--- config.mk ---
export PLATFORM = sky130hd
export DESIGN_NAME = sorted_min_priority_queue
export DESIGN_NICKNAME = d
export VERILOG_FILES = /design/src/smpq_pkg.sv /design/src/smpq_cell.sv /design/src/sorted_min_priority_queue.sv
export SDC_FILE = /design/constraint.sdc
export NUM_CORES = 1
export LEC_CHECK = 0
export BUFFER_PORTS_ARGS = -buffer_cell sky130_fd_sc_hd__clkbuf_2
export CORE_MARGIN = 1.5
export CORE_UTILIZATION = 30
export CTS_BUF_LIST = sky130_fd_sc_hd__clkbuf_8
export CTS_CLUSTER_DIAMETER = 80
export DETAILED_ROUTE_END_ITERATION = 12
export SLEW_MARGIN = 10
export SYNTH_ARGS = -nofsm -noshare
export SYNTH_HDL_FRONTEND = slang
export SYNTH_SLANG_ARGS = --single-unit
--- constraint.sdc ---
create_clock -name i_clk -period 4.4 [get_ports i_clk]
set_input_delay 0.44 -clock i_clk [delete_from_list [all_inputs] [get_ports i_clk]]
set_output_delay 0.44 -clock i_clk [all_outputs]
set_load 0.05 [all_outputs]
--- src/smpq_pkg.sv ---
// Package for the sorted minimum priority queue.
// Holds the item types, operation and status codes, and the cell control struct.
// No dependencies.
`default_nettype none

package smpq_pkg;

    // Operation codes carried in the func field
    localparam logic FUNC_INSERT = 1'b0;
    localparam logic FUNC_POP    = 1'b1;

    // Status codes of a result item
    localparam logic [1:0] ST_OK    = 2'd0;
    localparam logic [1:0] ST_EMPTY = 2'd1;
    localparam logic [1:0] ST_FULL  = 2'd2;

    // Field widths fixed by the interface
    localparam int PRIO_W = 16;
    localparam int PAY_W  = 16;
    localparam int OCC_W  = 5;

    typedef struct packed {
        logic              func;
        logic [PRIO_W-1:0] prio_in;
        logic [PAY_W-1:0]  payload_in;
    } t_in_item;

    typedef struct packed {
        logic [1:0]        status;
        logic [PRIO_W-1:0] prio_out;
        logic [PAY_W-1:0]  payload_out;
        logic [OCC_W-1:0]  occupancy;
    } t_out_item;

    // Broadcast from the top level to every cell of the chain
    typedef struct packed {
        logic              ins_en;
        logic              pop_en;
        logic [PRIO_W-1:0] prio;
    } t_cell_ctrl;

endpackage

`default_nettype wire

--- src/smpq_cell.sv ---
// One storage cell of the sorted chain: a priority and a payload.
// Depends on smpq_pkg for the control struct and field widths.
`default_nettype none

module smpq_cell
    import smpq_pkg::*;
#(
    parameter int PW = 16
) (
    input  wire              i_clk,
    input  t_cell_ctrl       i_ctrl,
    input  wire [PW-1:0]     i_new_pay,
    input  wire              i_occupied,
    input  wire              i_left_ins,
    input  wire [PRIO_W-1:0] i_left_prio,
    input  wire [PW-1:0]     i_left_pay,
    input  wire [PRIO_W-1:0] i_right_prio,
    input  wire [PW-1:0]     i_right_pay,
    output logic             o_ins,
    output logic [PRIO_W-1:0] o_prio,
    output logic [PW-1:0]    o_pay
);

    logic [PRIO_W-1:0] r_prio;
    logic [PW-1:0]     r_pay;
    logic [PRIO_W-1:0] n_prio;
    logic [PW-1:0]     n_pay;

    // New item goes at or before this cell: empty cell, or stored prio not smaller
    always_comb begin
        o_ins = !i_occupied || (i_ctrl.prio <= r_prio);
    end

    // Insert: shift right from the left neighbor, or take the new item at the
    // boundary. Pop: shift left from the right neighbor.
    always_comb begin
        n_prio = r_prio;
        n_pay  = r_pay;
        if (i_ctrl.ins_en && o_ins) begin
            if (i_left_ins) begin
                n_prio = i_left_prio;
                n_pay  = i_left_pay;
            end else begin
                n_prio = i_ctrl.prio;
                n_pay  = i_new_pay;
            end
        end else if (i_ctrl.pop_en) begin
            n_prio = i_right_prio;
            n_pay  = i_right_pay;
        end
    end

    always_ff @(posedge i_clk) begin
        r_prio <= n_prio;
        r_pay  <= n_pay;
    end

    assign o_prio = r_prio;
    assign o_pay  = r_pay;

endmodule

`default_nettype wire

--- src/sorted_min_priority_queue.sv ---
// Sorted minimum priority queue, top level: cell chain, count and result register.
// Depends on smpq_pkg and smpq_cell.
//
// Holds up to DEPTH entries in a chain of cells kept in ascending priority
// order; cell 0 is always the smallest. Every input item (insert or pop)
// produces exactly one result item in the next cycle, and a new item is taken
// every cycle unless o_in_stall is high: each cell compares the incoming
// priority with its own in parallel and shifts in one step.
// The result sits in an output register; o_in_stall is high only while that
// register holds an item and i_out_stall is high. Equal priorities leave
// last-in first-out. An insert on a full queue returns status full and leaves
// the queue unchanged; a pop on an empty queue returns status empty. There is
// no clearing pass after reset. Payloads keep their low PAYLOAD_WIDTH bits
// (at most 16).
`default_nettype none

module sorted_min_priority_queue
    import smpq_pkg::*;
#(
    parameter int DEPTH         = 16,
    parameter int PAYLOAD_WIDTH = 16
) (
    input  wire       i_clk,
    input  wire       i_rst_n,
    input  wire       i_in_valid,
    output logic      o_in_stall,
    input  t_in_item  i_in_item,
    output logic      o_out_valid,
    input  wire       i_out_stall,
    output t_out_item o_out_item
);

    localparam int CW = $clog2(DEPTH + 1);
    localparam int PW = (PAYLOAD_WIDTH < PAY_W) ? PAYLOAD_WIDTH : PAY_W;

    logic [CW-1:0] r_count;
    logic [CW-1:0] n_count;
    logic          r_out_valid;
    t_out_item     r_out_item;
    t_out_item     n_out_item;

    logic          in_acc;
    logic          full;
    logic          empty;
    t_cell_ctrl    ctrl;
    logic [PW-1:0] new_pay;

    logic [DEPTH-1:0]        occupied;
    logic [DEPTH-1:0]        ins;
    logic [PRIO_W-1:0]       cell_prio [DEPTH];
    logic [PW-1:0]           cell_pay  [DEPTH];
    logic [PAY_W-1:0]        head_pay;
    logic [CW+OCC_W-1:0]     occ_ext;

    // Handshake: take an item unless a waiting result is stalled
    assign o_in_stall = r_out_valid && i_out_stall;
    assign in_acc     = i_in_valid && !o_in_stall;

    assign full    = (r_count == CW'(DEPTH));
    assign empty   = (r_count == '0);
    assign new_pay = i_in_item.payload_in[PW-1:0];

    // Control broadcast to the chain
    always_comb begin
        ctrl.ins_en = in_acc && (i_in_item.func == FUNC_INSERT) && !full;
        ctrl.pop_en = in_acc && (i_in_item.func == FUNC_POP) && !empty;
        ctrl.prio   = i_in_item.prio_in;
    end

    // Cell chain
    for (genvar g = 0; g < DEPTH; g++) begin : g_cell
        logic              left_ins;
        logic [PRIO_W-1:0] left_prio;
        logic [PW-1:0]     left_pay;
        logic [PRIO_W-1:0] right_prio;
        logic [PW-1:0]     right_pay;

        assign occupied[g] = (r_count > CW'(g));

        if (g == 0) begin : g_head
            assign left_ins  = 1'b0;
            assign left_prio = '0;
            assign left_pay  = '0;
        end else begin : g_mid
            assign left_ins  = ins[g-1];
            assign left_prio = cell_prio[g-1];
            assign left_pay  = cell_pay[g-1];
        end

        if (g == DEPTH - 1) begin : g_tail
            assign right_prio = '0;
            assign right_pay  = '0;
        end else begin : g_body
            assign right_prio = cell_prio[g+1];
            assign right_pay  = cell_pay[g+1];
        end

        smpq_cell #(
            .PW(PW)
        ) u_cell (
            .i_clk        (i_clk),
            .i_ctrl       (ctrl),
            .i_new_pay    (new_pay),
            .i_occupied   (occupied[g]),
            .i_left_ins   (left_ins),
            .i_left_prio  (left_prio),
            .i_left_pay   (left_pay),
            .i_right_prio (right_prio),
            .i_right_pay  (right_pay),
            .o_ins        (ins[g]),
            .o_prio       (cell_prio[g]),
            .o_pay        (cell_pay[g])
        );
    end

    // Head payload widened to the output field
    always_comb begin
        head_pay         = '0;
        head_pay[PW-1:0] = cell_pay[0];
    end

    // Next count and result item
    always_comb begin
        n_count = r_count;
        if (ctrl.ins_en) begin
            n_count = r_count + 1'b1;
        end else if (ctrl.pop_en) begin
            n_count = r_count - 1'b1;
        end

        occ_ext = {{OCC_W{1'b0}}, n_count};

        n_out_item             = '0;
        n_out_item.occupancy   = occ_ext[OCC_W-1:0];
        if (i_in_item.func == FUNC_INSERT) begin
            if (full) begin
                n_out_item.status = ST_FULL;
            end
        end else begin
            if (empty) begin
                n_out_item.status = ST_EMPTY;
            end else begin
                n_out_item.prio_out    = cell_prio[0];
                n_out_item.payload_out = head_pay;
            end
        end
    end

    // Control registers
    always_ff @(posedge i_clk) begin
        if (!i_rst_n) begin
            r_count     <= '0;
            r_out_valid <= 1'b0;
        end else begin
            r_count <= n_count;
            if (in_acc) begin
                r_out_valid <= 1'b1;
            end else if (!i_out_stall) begin
                r_out_valid <= 1'b0;
            end
        end
    end

    // Result payload register
    always_ff @(posedge i_clk) begin
        if (in_acc) begin
            r_out_item <= n_out_item;
        end
    end

    assign o_out_valid = r_out_valid;
    assign o_out_item  = r_out_item;

endmodule

`default_nettype wire

==> qor.txt <==
Status: completed
Placed Cells: 5046
Reg-to-Reg Start: r_count[0]
Most frequent cells in the layout: edfxtp_1, mux2i_1, inv_1
Met1 Usage GRT: 21.56%
Hold_sp: i_rst_n
CTS tree: built
Worst skew pair latency: 0.73 ns
Synth Area per Inst: 10.70 um2
Vias: 27380
DRT antenna net count: 0
Vias in the first global route: 27160
Initial antenna violation count: 5
Root Driver: clkbuf_8
First-pass GRT wire length: 155.8 mm
Remaining DRCs: 0
Tmin final: 3.535 ns
Num rows: 128
Total Nets Final: 3821
Crit-path max FO: 38
Worst Path Required: 4.85 ns
Fin Clk Skew: 0.04298 ns
Post-synth EDFFs: 551
Crit start category: register
I/O pin count: 78
Final setup viols: 0
Primary FF master, synth: edfxtp_1
Pre-Repair DR Iteration Count: 7
Hold path cells: 2
DIE AREA: 126000 um2
Setup slack at placement: 0.4119 ns
Max Cap Viol: 0
Reg2Reg Depth: 6
Leak: 0.01575 uW
Starting Density: 30.38%
Layout cells sized above 1: 16.18%
Finished Cell Area: 41700 um2
Sequential element share of the synthesized area: 44.84%
Die Wd: 355.0 um
Min Hold Slack: 0.1957 ns
Commonest non-fill, non-tap cell in the layout: edfxtp_1
Chip height: 355.0 um
Grt met3 use: 2.579%
Yosys reg bits: 557
Clock Pin Slew Worst Setup and Hold Paths: 0.06 ns
Peak VDD IR: 222.7 uV
RSZ-0062 raised after global routing: false
Drt wl/cell: 18.83 um
HPWL Detailed: 75.12 mm
Setup TNS Final: 0 ns
R2r setup slk: 0.86 ns
Fillers: 12330
Port Buffer Count: 77
Power Density: 386.8 nW/um2
Aggregate global-route resource usage: 15.30%
CTS sink cnt: 557
Cts bufs inserted: 98
Relative slew slack: 24.64%
CP Capture Type: register
Mapped cell area: 37170 um2
Netlist cell types: 69
Final setup margin: 0.8647 ns
Yosys warning count: 0
Syn nets: 3771
Critical path class: register to register
Maximum clock frequency: 0.2829 GHz
Hold WC Path Type: input pin to register
Synth async-reset ratio: 0%
Core Area: 122400 um2
Pin count of the biggest net entering global routing: 77
Routed wire length: 98.51 mm
Gate Count Post-Synth: 3473
Area after DPL: 39820 um2
Vias per cell: 5.233
H-tree depth: 3
Cell Count, Final, Fillers Out: 5232
Arrival @ worst endpoint: 3.99 ns
Gr ovfl total: 0
Routability cong.: 0.8720
Hold EP: r_count[2]
Clock Tree Buf Depth: 3
R2R Path End: g_cell[14].u_cell.o_pay[9]
Max-slew violation count: 0
Slew @ Worst Pin: 1.123 ns
Area Growth Syn to Fin: 12.20%
Grt peak-use layer: met2
GR Layer Usage met2: 24.03%
Count of final hold-check violations: 0
Iteration-0 DRC count of the detailed router: 2344
Tcrit/Tclk final: 80.35%
[synth_stat cells, types with 41 or more instances]
library cell | count | area share, %
nand4_1 | 109 | 1.8
mux2_1 | 66 | 2.0
a21oi_1 | 295 | 4.0
o31ai_1 | 51 | 1.0
edfxtp_1 | 551 | 45
and2_1 | 41 | 0.69
inv_1 | 285 | 2.9
a31oi_1 | 116 | 2.0
nor2_1 | 66 | 0.67
clkbuf_1 | 198 | 2.0
nor4_1 | 43 | 0.72
buf_2 | 54 | 0.73
o21ai_0 | 217 | 2.9
mux2_2 | 153 | 4.6
ha_1 | 261 | 8.8
nand2_1 | 148 | 1.5
nand3_1 | 42 | 0.57
mux2i_1 | 326 | 8.8
[per-layer routing]
layer	wire length, um	share of wire, %
met2	43470	44
met3	5812	5.9
met5	21	0.021
met4	2432	2.5
met1	46780	47
[report_power, final]
group	internal (uW)	switching [uW]
Sequential	6820	419
Combinational	1650	2570
Clock	2410	2260
Total	10900	5250
[area by class of cell]
class	instances	area [um2]	share of cell area (%)
clock inverter	81	481.7	1.155
sequential	557	16670	39.96
antenna	3	7.507	0.01800
timing repair buffer	231	1634	3.918
clock buffer	100	1376	3.300
inverter	285	1070	2.565
tap	1625	2033	4.875
multi-input combinational	2350	18440	44.21
[flip-flops by register name, summed over array words and instances, names as in the netlist]
signal and flops:
o_out_valid 1, g_cell.u_cell.o_pay 256, r_count 5, g_cell.u_cell.o_prio 256, o_out_item 39
[through the flow]
step / total power (uW) / util, %
global placement: 11420 / 32.54
detailed placement: 11530 / 32.54
global route: 17050 / 34.08
CTS: 16280 / 34.08
finish: 16130 / 34.08
floorplan: 10240 / -
[worst max-delay path, cell delays in order, from the launching register on]
cell and delay, ns:
dfxtp_1 0.55, inv_1 0.12, ha_1 0.29, and3_1 0.25, or3_4 0.62, nor2_4 0.96, mux2_2 0.43
[repair_timing]
| item | in CTS | in global routing |
|---|---|---|
| endpoints found under the setup margin | 0 | 0 |
| resized for setup | 0 | 0 |
| hold buffers | 2 | 0 |
| buffers inserted | 0 | 0 |
| hold endpoints to repair | 1 | 0 |
[how the worst max path moves through the flow]
stage | from | endpoint | slack (ns) | cells past startpoint
6_report | r_count[0] | g_cell[14].u_cell.o_pay[9] | 0.86 | 6
2_1_floorplan | i_in_item[29] | g_cell[0].u_cell.o_pay[0] | 0.41 | 8
3_5_place_dp | i_in_item[25] | g_cell[8].u_cell.o_prio[9] | 0.41 | 10
3_3_place_gp | i_in_item[25] | g_cell[8].u_cell.o_prio[7] | 0.44 | 10
5_1_grt | r_count[0] | g_cell[14].u_cell.o_pay[9] | 0.62 | 6
4_1_cts | r_count[0] | g_cell[14].u_cell.o_pay[9] | 0.89 | 6
[cell families (layout without fill, tap and decap cells)]
family	Yosys count	in the layout	share of synthesized area [%]
flip-flops	557	557	44.84
buffers and inverters	566	697	6.194
adder cells (fa/ha/maj)	261	261	8.786
AO/OA/AOI/OAI	980	980	16.71
multiplexers	545	545	15.41
XOR/XNOR	3	3	0.07070
AND/OR/NAND/NOR	561	561	7.988
other	0	3	0
Note: power is estimated with default switching activity, not from simulation.
